===== src/rtl/core/lrr_pkg.sv =====
// shared constants and types of the longest run with replacements block
package lrr_pkg;

  localparam int unsigned MaxLenDef   = 1024;
  localparam int unsigned AlphabetDef = 26;
  localparam int unsigned LetterW     = 5;
  localparam int unsigned CfgW        = 11;
  localparam int unsigned OutW        = 11;

  // update command for the letter count cells
  typedef struct packed {
    logic               clr;
    logic               inc;
    logic               dec;
    logic [LetterW-1:0] sym;
    logic [LetterW-1:0] old;
  } cnt_ctrl_t;

  // one result beat, best length in the low bits
  typedef struct packed {
    logic            overflow;
    logic [OutW-1:0] window_length;
    logic [OutW-1:0] best_length;
  } res_t;

  localparam int unsigned ResW = $bits(res_t);

endpackage


===== src/rtl/core/lrr_obuf.sv =====
// two-entry output register with skid slot
module lrr_obuf import lrr_pkg::*; #(
  parameter int unsigned W = ResW
) (
  input  logic         clk_i,
  input  logic         rst_ni,
  input  logic         push_i,
  input  logic [W-1:0] data_i,
  output logic         ready_o,
  output logic         valid_o,
  input  logic         pop_ready_i,
  output logic [W-1:0] data_o
);

  logic         out_valid_q;
  logic         skid_valid_q;
  logic [W-1:0] out_q;
  logic [W-1:0] skid_q;
  logic         slot_free;

  assign slot_free = !out_valid_q || pop_ready_i;

  always_ff @(posedge clk_i or negedge rst_ni) begin
    if (!rst_ni) begin
      out_valid_q  <= 1'b0;
      skid_valid_q <= 1'b0;
    end else if (slot_free) begin
      out_valid_q  <= skid_valid_q || push_i;
      skid_valid_q <= 1'b0;
    end else if (push_i) begin
      skid_valid_q <= 1'b1;
    end
  end

  always_ff @(posedge clk_i) begin
    if (slot_free) begin
      out_q <= skid_valid_q ? skid_q : data_i;
    end else if (push_i) begin
      skid_q <= data_i;
    end
  end

  assign ready_o = !skid_valid_q;
  assign valid_o = out_valid_q;
  assign data_o  = out_q;

endmodule


===== config.mk =====
export PLATFORM = sky130hd
export DESIGN_NAME = lrr_obuf
export DESIGN_NICKNAME = d
export VERILOG_FILES = /design/src/rtl/core/lrr_pkg.sv /design/src/rtl/core/lrr_obuf.sv
export SDC_FILE = /design/constraint.sdc
export NUM_CORES = 1
export LEC_CHECK = 0
export BUFFER_PORTS_ARGS = -buffer_cell sky130_fd_sc_hd__buf_2
export CAP_MARGIN = 20
export CORE_ASPECT_RATIO = 0.5
export CORE_MARGIN = 2
export CORE_UTILIZATION = 45
export CTS_BUF_LIST = sky130_fd_sc_hd__clkbuf_8
export DETAILED_ROUTE_END_ITERATION = 8
export PLACE_DENSITY_LB_ADDON = 0.12
export SLEW_MARGIN = 20
export SYNTH_ARGS = -nofsm -noshare
export SYNTH_HDL_FRONTEND = slang
export SYNTH_SLANG_ARGS = --single-unit

===== constraint.sdc =====
create_clock -name clk_i -period 3.26 [get_ports clk_i]
set_input_delay 0.489 -clock clk_i [delete_from_list [all_inputs] [get_ports clk_i]]
set_output_delay 0.489 -clock clk_i [all_outputs]
set_load 0.03 [all_outputs]

After elaboration in Yosys (flattened, before gate mapping):

Index checks and enable logic that the tools add are counted.

* bits in registers: 48
* bits in latches: 0
* bits in writable memories: 0
* ROM bits: 0
* input port bits: 27
* output and inout port bits: 25
* logic and storage cells: 14
* memories kept: 0

* $add $sub $neg: 0
* multipliers: 0
* divide/modulo/power cells: 0
* $lt $le $gt $ge: 0
* eq/ne operators: 0
* shift operators: 0
* multiplexer cells: 3
* bitwise operators: 1
* reductions and logical operators: 6

Operators with widths (count)
* two-way mux 23 bit: 1
* zero test 1 bit: 2
* logical OR 1 bit: 2
* two-way mux 1 bit: 2
* AND reduction 2 bit: 1
* nonzero test 2 bit: 1
* inverter 1 bit: 1

Depth between registers and ports, before layout:

* word-level depth: 4
* depth in mapped cells: 4
* gate-level depth less buffers: 2

Worst setup path after synthesis:

OpenSTA, ideal clock, no wires.

* path kind: input port to flip-flop
* start: input port pop_ready_i
* end: register skid_q[0] (enable)
* library setup time: 0.403 ns
* arrival: 2.210 ns
* required time: 2.857 ns
* slack: 0.647 ns
* stages on the path: 2
* path buffers: 0
* path through: nand2b_1 -> nor2_1

* cells in the longest elaborated chain, start to end: 3

Ends and longest elaborated chain
* start: declaration: RTL line lrr_obuf.sv:11 `input logic pop_ready_i,`
* logical OR 1 bit: RTL line lrr_obuf.sv:21 `assign slot_free = !out_valid_q || pop_ready_i;`
* inverter 1 bit (no line)
* AND reduction 2 bit (no line)
* end signal: assignment: RTL line lrr_obuf.sv:39 `skid_q <= data_i;`
* end: declaration: RTL line lrr_obuf.sv:18 `logic [W-1:0] skid_q;`

Every way passes these cells.
A chain may end at the register's enable or synchronous reset.

Worst setup path after layout:

* start: register skid_valid_q
* end: output port ready_o

* cells in the longest elaborated chain, start to end: 1

Ends and longest elaborated chain
* start: declaration: RTL line lrr_obuf.sv:16 `logic skid_valid_q;`
* start signal: assignment: RTL line lrr_obuf.sv:26 `skid_valid_q <= 1'b0;`
* start signal: assignment: RTL line lrr_obuf.sv:29 `skid_valid_q <= 1'b0;`
* start signal: assignment: RTL line lrr_obuf.sv:31 `skid_valid_q <= 1'b1;`
* zero test 1 bit: RTL line lrr_obuf.sv:43 `assign ready_o = !skid_valid_q;`
* end: declaration: RTL line lrr_obuf.sv:9 `output logic ready_o,`

Every way passes these cells.

==> impl_metrics.tcl <==
set metrics [dict create \
    outcome "finished clean" \
    relSlewSlack_pct 74.41 \
    synth_xor_area_share_pct 0 \
    fill_cells 311 \
    cts_sinks 48 \
    synth_top_area_cell "edfxtp_1" \
    path_max_fanout 8 \
    cpPeakStageDelay_ns 0.58 \
    area_growth_pct 22.94 \
    core-area_um2 3904 \
    synthesis.instances 81 \
    dp_cells 186 \
    cts.root.buffer_cell "clkbuf_8" \
    synth_top_family_by_area "multiplexers" \
    antenna_cells 0 \
    path_clk_slew_ns 0.09 \
    finalCritPeriodShare_pct 49.66 \
    skew_ns 0.004308 \
    end_kind "output port" \
    drive_gt1_share_pct 60.99 \
    cp_slowest_cell "dfrtp_1" \
    synthArstFlopShare_pct 4.167 \
    cp-endpoint "ready_o" \
    htree_levels 2 \
    synth_commonest_cells "edfxtp_1 (46), mux2_4 (18), mux2_2 (5)" \
    timing.rr.end "data_o[0]$_DFFE_PP_" \
    grt_antenna_before_repair 0 \
    max_freq_mhz 617.7 \
    num-nets-final 167 \
    arrival_ns 1.13 \
    grt_pass1_vias 912 \
    worst-r2r-setup-slack_ns 1.67 \
    power_w 0.001350 \
    holdWs_ns 0.3732 \
    pre_cts_slack_ns 1.585 \
    tightest_slew_ns 0.3839 \
    hpwl_um 1842 \
    power_density_nw_per_um2 597.5 \
    slew_viol_final 0 \
    fin_setup_tns_ns 0 \
    period_needed_ns 1.619 \
    ys_seq_area_share_pct 77.88 \
    numCtsBuffers 5 \
    path_class "reg2out" \
    drc 0 \
    post_cts_buffers 0 \
    synth.distinct_cells 10 \
    synth_top_area_share_pct 75.15 \
    syn_nets 108 \
    io_pins 52 \
    die-area_um2 4643 \
    worstReg2RegStart "skid_valid_q$_DFFE_PN0P_" \
    synth_area_um2 1838 \
    yosysWarnings 0 \
    grt_first_pass_wirelength_um 4319 \
    crit_chain "inv_1 -> buf_2" \
    cts-resized-gates 0 \
    crit_path_start "skid_valid_q$_DFFE_PN0P_" \
    drt-initial-drc-count 28 \
    crit_path_start_kind "flip-flop" \
    synth_top_cells_by_area "edfxtp_1 (75%), mux2_4 (15%), mux2_2 (3.1%)" \
    dieHeight_um 49.19 \
    first_pass_iters 4 \
    fin_ws_ns 1.641 \
    synth_simple_gate_area_share_pct 1.157 \
    post-synth-top-count-cell "edfxtp_1" \
    ant_nets 0 \
    hold_path_class "in2reg" \
    ys.flop_type "edfxtp_1" \
    num_rows 16 \
    cp.depth 2 \
    ir_drop_mv 0.3293 \
    maxCapViolCount 0 \
    drt_wl_total_um 2735 \
    final_cells 195 \
    vias 875 \
    chipWidth_um 94.38 \
    initial_core_util_pct 47.08 \
    synthMuxAreaShare_pct 17.77 \
    insertion_delay_ns 0.30 \
    grt_max_degree 26 \
    synth_edf_count 46 \
    setup-violations-final 0 \
    final_hold_viol_count 0 \
    postCtsHoldBufs 1 \
    grt-ovfl-total 0 \
    crit_required_ns 2.77 \
    groute.usage.overall_pct 13.07 \
    via_per_inst 4.487 \
    cellLeakagePower_nw 0.9106 \
    syn_avg_cell_area_um2 22.69 \
    synth_fa_ha_area_share_pct 0 \
    r2r_cells 2 \
    io_buffers 51 \
    cp_top_family "flip-flops" \
    synth_compound_area_share_pct 0 \
    cts_tree "yes" \
    clockBufferDepth 2 \
    place_congestion 0.6555 \
    synth-seq-cells 48 \
    wl_per_cell_um 14.03 \
    rsz0062_at_grt "false" \
    crit_buf_inv 2 \
]
[per-layer routing]
layer  share of wire (%)  GRT usage [%]  routed length, µm
met1                  45          16.04               1219
met2                  46          20.00               1261
met3                 9.0          8.346                246
met4                0.29          2.174                  8
met5                   0              0                  0
[per-stage QoR]
stage                     area [µm²]  utilization, %
after floorplan                 1838               -
after global placement          2135           54.68
after detailed placement        2135           54.68
after CTS                       2260           57.88
after global routing            2260           57.88
final                           2260           57.88
[placed cells by master (no fill, tap or decap), drive strengths merged]
cell type	count
buf	54
bufinv	1
clkbuf	5
clkinvlp	1
dfrtp	2
dlygate4sd3	1
edfxtp	46
inv	3
mux2	23
nand2	1
nand2b	1
nor2	3
[power by group]
group          total (W)  switching [W]  internal (W)
Combinational   0.000180       0.000109     0.0000716
Clock           0.000430       0.000199      0.000231
Sequential      0.000739      0.0000120      0.000727
[area by class of cell]
class | count | area, µm² | share of cell area, %
clock inverter | 3 | 46.29 | 2.049
sequential | 48 | 1431 | 63.34
multi-input combinational | 28 | 350.3 | 15.50
tap | 54 | 67.56 | 2.990
timing repair buffer | 55 | 287.8 | 12.74
clock buffer | 5 | 68.82 | 3.045
inverter | 2 | 7.507 | 0.3322
[logic make-up (layout without fill, tap and decap cells)]
family	Yosys count	after routing
buf+inv	5	65
flops	48	48
mux	23	23
simple gates	5	5
[state kept, by name, summed over array words and instances (netlist names)]
| register | count |
|---|---|
| data_o | 23 |
| skid_q | 23 |
| skid_valid_q | 1 |
| valid_o | 1 |
[worst min-delay path by stage]
stage	slack, ns	cells after the start	from	endpoint
6_report	0.37	1	data_i[1]	skid_q[1]$_DFFE_PP_
5_1_grt	0.36	1	data_i[3]	skid_q[3]$_DFFE_PP_
4_1_cts	0.37	1	data_i[1]	skid_q[1]$_DFFE_PP_
3_5_place_dp	0.28	1	rst_ni	valid_o$_DFFE_PN0P_
3_3_place_gp	0.28	1	rst_ni	valid_o$_DFFE_PN0P_
2_1_floorplan	0.19	0	rst_ni	skid_valid_q$_DFFE_PN0P_
No activity file was read; power rests on OpenSTA's default activity.
