`config.mk`:
```
export PLATFORM = sky130hd
export DESIGN_NAME = lrr_counts
export DESIGN_NICKNAME = d
export VERILOG_FILES = /design/src/rtl/core/lrr_pkg.sv /design/src/rtl/core/lrr_counts.sv
export SDC_FILE = /design/constraint.sdc
export NUM_CORES = 1
export LEC_CHECK = 0
export BUFFER_PORTS_ARGS = -buffer_cell sky130_fd_sc_hd__buf_4
export CORE_UTILIZATION = 45
export DETAILED_ROUTE_END_ITERATION = 8
export PLACE_DENSITY = 0.64
export SLEW_MARGIN = 15
export SYNTH_ARGS = -nofsm -noshare
export SYNTH_HDL_FRONTEND = slang
export SYNTH_SLANG_ARGS = --single-unit
```
`constraint.sdc`:
```
create_clock -name clk_i -period 3.3 [get_ports clk_i]
set_clock_uncertainty 0.05 [all_clocks]
set_input_delay 0.33 -clock clk_i [delete_from_list [all_inputs] [get_ports clk_i]]
set_output_delay 0.33 -clock clk_i [all_outputs]
set_load 0.02 [all_outputs]
```
`src/rtl/core/lrr_pkg.sv`:
```
// shared constants and types of the longest run with replacements block
package lrr_pkg;

  localparam int unsigned MaxLenDef   = 1024;
  localparam int unsigned AlphabetDef = 26;
  localparam int unsigned LetterW     = 5;
  localparam int unsigned CfgW        = 11;
  localparam int unsigned OutW        = 11;

  // update command for the letter count cells
  typedef struct packed {
    logic               clr;
    logic               inc;
    logic               dec;
    logic [LetterW-1:0] sym;
    logic [LetterW-1:0] old;
  } cnt_ctrl_t;

  // one result beat, best length in the low bits
  typedef struct packed {
    logic            overflow;
    logic [OutW-1:0] window_length;
    logic [OutW-1:0] best_length;
  } res_t;

  localparam int unsigned ResW = $bits(res_t);

endpackage

```
`src/rtl/core/lrr_counts.sv`:
```
// row of per-letter count cells with increment, decrement and clear
module lrr_counts import lrr_pkg::*; #(
  parameter int unsigned ALPHABET = AlphabetDef,
  parameter int unsigned CW       = 11
) (
  input  logic            clk_i,
  input  logic            rst_ni,
  input  cnt_ctrl_t       ctrl_i,
  output logic [CW-1:0]   sym_cnt_o
);

  logic [CW-1:0] cnt_q [ALPHABET];
  logic [CW-1:0] sel;

  // count of the incoming letter as seen after an optional clear
  always_comb begin
    sel = '0;
    for (int i = 0; i < ALPHABET; i++) begin
      if (32'(ctrl_i.sym) == i) begin
        sel = cnt_q[i];
      end
    end
    sym_cnt_o = ctrl_i.clr ? '0 : sel;
  end

  always_ff @(posedge clk_i or negedge rst_ni) begin
    if (!rst_ni) begin
      for (int i = 0; i < ALPHABET; i++) begin
        cnt_q[i] <= '0;
      end
    end else begin
      for (int i = 0; i < ALPHABET; i++) begin
        cnt_q[i] <= (ctrl_i.clr ? '0 : cnt_q[i])
                  + CW'(ctrl_i.inc && (32'(ctrl_i.sym) == i))
                  - CW'(ctrl_i.dec && (32'(ctrl_i.old) == i));
      end
    end
  end

endmodule

```
Word-level counts from Yosys, hierarchy flattened:

Index checks and enable logic that the tools add are counted.

* logic and storage cells: 235
* output and inout port bits: 11
* register bits: 286
* input port bits: 15

* multiplexer cells: 53
* reduce and logical (&&, ||, !) cells: 54
* add/subtract/negate cells: 52
* eq/ne operators: 50

Operators by type and width (count)
* $mux W11: 53
* $add A11 B1 Y11: 26
* $sub A11 B1 Y11: 26
* $eq A5 B5 Y1 const B: 20
* $eq A5 B4 Y1 const B: 16
* $logic_and A1 B1 Y1: 52
* $eq A5 B3 Y1 const B: 8
* $eq A5 B2 Y1 const B: 4
* $eq A5 B1 Y1 const B: 2
* $logic_not A5 Y1: 2

Logic depth before layout (Yosys ltp):

* depth after elaboration: 28
* mapped depth: 18
* mapped depth without buffers: 16

Least setup slack after synthesis:

Ideal clock, no wire load.

* path type: input to register
* from: input ctrl_i[9] in the netlist's numbering
* to: register cnt_q[87] in the netlist's numbering
* setup slack: -0.086 ns
* path buffers: 3
* required time: 3.122 ns
* library setup time: 0.128 ns
* data arrival time: 3.208 ns
* cell stages on the path: 18
* path through: buf_6 -> or3b_1 -> buf_6 -> nor2_2 -> buf_2 -> nand2_1 -> ha_1 -> inv_1 -> ha_1 -> inv_1 -> fa_1 -> nor2b_1 -> o21ai_0 -> a21o_1 -> a21oi_1 -> a21o_1 -> a21oi_1 -> xor2_1

* word-level cells in the longest chain between the ends: 4

RTL lines
* start, declared: RTL line lrr_counts.sv:8 `input cnt_ctrl_t ctrl_i,`
* $eq A5 B5 Y1: RTL line lrr_counts.sv:34 `+ CW'(ctrl_i.inc && (32'(ctrl_i.sym) == i))`
* $logic_and A1 B1 Y1: RTL line lrr_counts.sv:34
* $add A11 B1 Y11: RTL line lrr_counts.sv:34
* $sub A11 B1 Y11: RTL line lrr_counts.sv:35 `- CW'(ctrl_i.dec && (32'(ctrl_i.old) == i));`
* end signal, assigned by index: RTL line lrr_counts.sv:33 `cnt_q[i] <= (ctrl_i.clr ? '0 : cnt_q[i])`
* end, declared: RTL line lrr_counts.sv:12 `logic [CW-1:0] cnt_q [ALPHABET];`

No other way between the ends.

Final worst setup path:

* from: input ctrl_i[8] in the netlist's numbering
* to: output sym_cnt_o[5]

* word-level cells in the longest chain between the ends: 28
* elaborated cells between the ends (all ways): 53
* classes of those cells: eq/ne: 25; mux: 27; reduce/logical: 1

RTL lines
* $logic_not A5 Y1: RTL line lrr_counts.sv:19 `if (32'(ctrl_i.sym) == i) begin`
* $mux W11 (25 in a row): RTL line lrr_counts.sv:19
* $mux W11 (*): RTL line lrr_counts.sv:19
* $mux W11 (*): RTL line lrr_counts.sv:23 `sym_cnt_o = ctrl_i.clr ? '0 : sel;`
* end, declared: RTL line lrr_counts.sv:9 `output logic [CW-1:0] sym_cnt_o`

Mark *: on every way between the ends. The rest lies on a longest branch, timed or not.

==> reports/metrics.csv <==
metric;value;unit
critPathCaptureType;primary output;
regMostFlops;cnt_q;
syn_inst;2625;
grt_usage;26.6;%
worstHoldPathType;in2async;
worstReg2RegStart;cnt_q[110];
min_period_over_period;99.5;%
h-tree-depth;2;
reg_top3;cnt_q: 286 flops;
synth_edf_count;0;
layout.cells.non_filler;3545;
antenna_found_initial;1;
dp_worst_setup_slack;-0.411;ns
io_buffers;25;
timing.hold.ws;0.303;ns
crit_type;in2out;
synth_flop_cell;dfrtp_1;
synth_simple_gate_area_share;18.8;%
synth.largest_area_cell;dfrtp_1;
worst_pin_slew;0.847;ns
setup_viol;0;
drv_slew;0;
drive_gt1_share;12.8;%
gp_congestion;1.04;
status;completed;
num-nets-final;3173;
synthAdderAreaFrac;17.6;%
yosysTopAreaCellShare;30.7;%
regToRegEndpoint;cnt_q[120];
remaining_drc_errors;0;
wl_per_cell;19.5;µm
grt_max_degree;88;
via_count;19727;
drtPass1Iterations;8;
synth.area.mux_share;1.00;%
dp_cells;3486;
root_buffer;clkbuf_16;
fmax;0.304;GHz
crit_arrival;2.91;ns
p_leak;13.8;nW
drt_iter0_drc;1678;
crit_fanout;9;
grt_pass1_wl;109;mm
synth_top_family_by_area;simple AND/OR/NAND/NOR gates;
synth_seq_cells;286;
grt_overflow;0;
synthArstFlopShare;100;%
hpwl;54.7;mm
wl;69.2;mm
power.density;764;mW/mm²
reg2reg_depth;11;
num_antenna_cells;0;
worst_setup_path_start_kind;input pin;
path_clk_slew;0.06;ns
largest_reg_flops;286;
worst-r2r-setup-slack;0.63;ns
die_area;0.0527;mm²
yosysWarnings;0;
relSlewSlack;43.5;%
synth-xor-area-share;9.77;%
yosysSeqAreaShare;30.7;%
yosysUniqueCellTypes;80;
syn_area;0.0233;mm²
peakVddDrop;0.436;mV
hold_viol_final;0;
final_common_cell;inv_1;
most-common-layout-cells;inv_1 (324), ha_1 (286), dfrtp_1 (286);
core;0.0512;mm²
grt_setup_unrepaired;no;
fin_crit;3.29;ns
area_delta_synth_final;15.8;%
die_w;230;µm
clockBufferDepth;3;
io_pins;26;
cts.sinks;286;
cts_tree;yes;
num_rows;83;
synth_compound_area_share;15.3;%
max_cap_viol_count;0;
cts_buffers;37;
grt_pass1_vias;19680;
initial_core_util;45.5;%
cts_setup_buffers;0;
syn-mean-instance-area;8.88;µm²
yosys-top-cells-area;dfrtp_1 (31%), ha_1 (15%), xnor2_1 (7.3%);
vias_per_cell;5.56;
synth_nets;2952;
detail-route-antenna-nets;0;
die_y;230;µm
setup_slack;0.0149;ns
cp.required;2.92;ns
clk_latency;0.56;ns
==> cells by family after synthesis <==
| kind of cell | count (synthesis) |
|---|---|
| AOI/OAI and AO/OA | 533 |
| xor gates and xnor gates | 260 |
| adders and majority gates | 312 |
| buffers and inverters | 399 |
| DFF | 286 |
| muxes | 17 |
| and+or+nand+nor | 818 |
==> final cells by class <==
| class | count | area [µm²] |
|---|---|---|
| Clock buffer | 53 | 1090 |
| Clock inverter | 5 | 50.0 |
| Fill cell | 4629 | 24200 |
| Inverter | 325 | 1220 |
| Multi-Input combinational cell | 1940 | 14600 |
| Sequential cell | 286 | 7160 |
| Tap cell | 680 | 851 |
| Timing Repair Buffer | 256 | 2040 |
==> worst max-delay path by stage <==
stage                     slack [ns]  startpoint            to  depth (start not counted)
after CTS                       0.02   ctrl_i[9]  sym_cnt_o[8]                         13
after global placement         -0.35   ctrl_i[3]    cnt_q[285]                         16
after global routing           0.009   ctrl_i[9]  sym_cnt_o[5]                         14
after detailed placement       -0.41   ctrl_i[3]    cnt_q[285]                         16
after floorplan              -0.0009   ctrl_i[7]    cnt_q[230]                         17
final                           0.01   ctrl_i[8]  sym_cnt_o[5]                         13
==> timing repair <==
action	4_1_cts	5_1_grt
endpoints found under the hold margin	80	0
endpoints found under the setup margin	1	2
hold buffers	1	0
resized for setup	1	2
==> worst max-delay path, cell delays in order <==
cell and delay (ns):
buf_4 0.12, buf_4 0.14, buf_4 0.15, nand3b_2 0.19, nor2_2 0.06, buf_4 0.21
a22o_1 0.25, a221oi_2 0.34, nand4_1 0.25, nor3_1 0.45, buf_4 0.19, nor4_1 0.05
buf_4 0.17
==> where the power goes <==
| part | leakage, nW | switching [mW] | internal [mW] |
|---|---|---|---|
| sequential | 3.55 | 1.42 | 4.95 |
| combinational | 9.71 | 5.17 | 5.14 |
| clock | 0.565 | 1.59 | 2.34 |
| total | 13.8 | 8.19 | 12.4 |
==> metal layers <==
metal	GRT usage (%)	routed length [µm]	vias to the layer above
met5	0	17	-
met4	7.94	2170	2
met3	4.56	4740	132
met2	41.8	30700	573
met1	37.1	31600	9629
li1	-	-	9391
==> metrics by stage <==
step	total power [mW]	TNS (ns)	util (%)	cell area (µm²)
3_3_place_gp	16.2	-5.92	50.4	25800
6_report	20.6	0	52.7	27000
4_1_cts	20.7	0	52.7	27000
3_5_place_dp	16.6	-8.56	50.4	25800
5_1_grt	22.2	0	52.7	27000
2_1_floorplan	13.5	-0.000936	-	23300
==> synthesized netlist by cell type (all sizes together) (4+ instances only) <==
cell	instances
mux4	5
or4	19
fa	26
o21ai	117
nor3	76
nand4	6
o22ai	13
a32oi	7
a221oi	24
nor2	250
nand3	30
o311a	6
a31o	17
dfrtp	286
a2111oi	4
or3b	4
a22o	12
nand2b	248
a211oi	26
mux2i	11
a21oi	144
nor2b	88
a21o	69
nand3b	6
inv	325
o41a	17
ha	286
o221ai	4
o211ai	5
buf	31
a221o	5
nor4	5
or2	12
xnor2	194
o21bai	8
a22oi	27
xor2	66
clkbuf	43
a222oi	4
nand2	63
No activity file was read; power rests on OpenSTA's default activity.
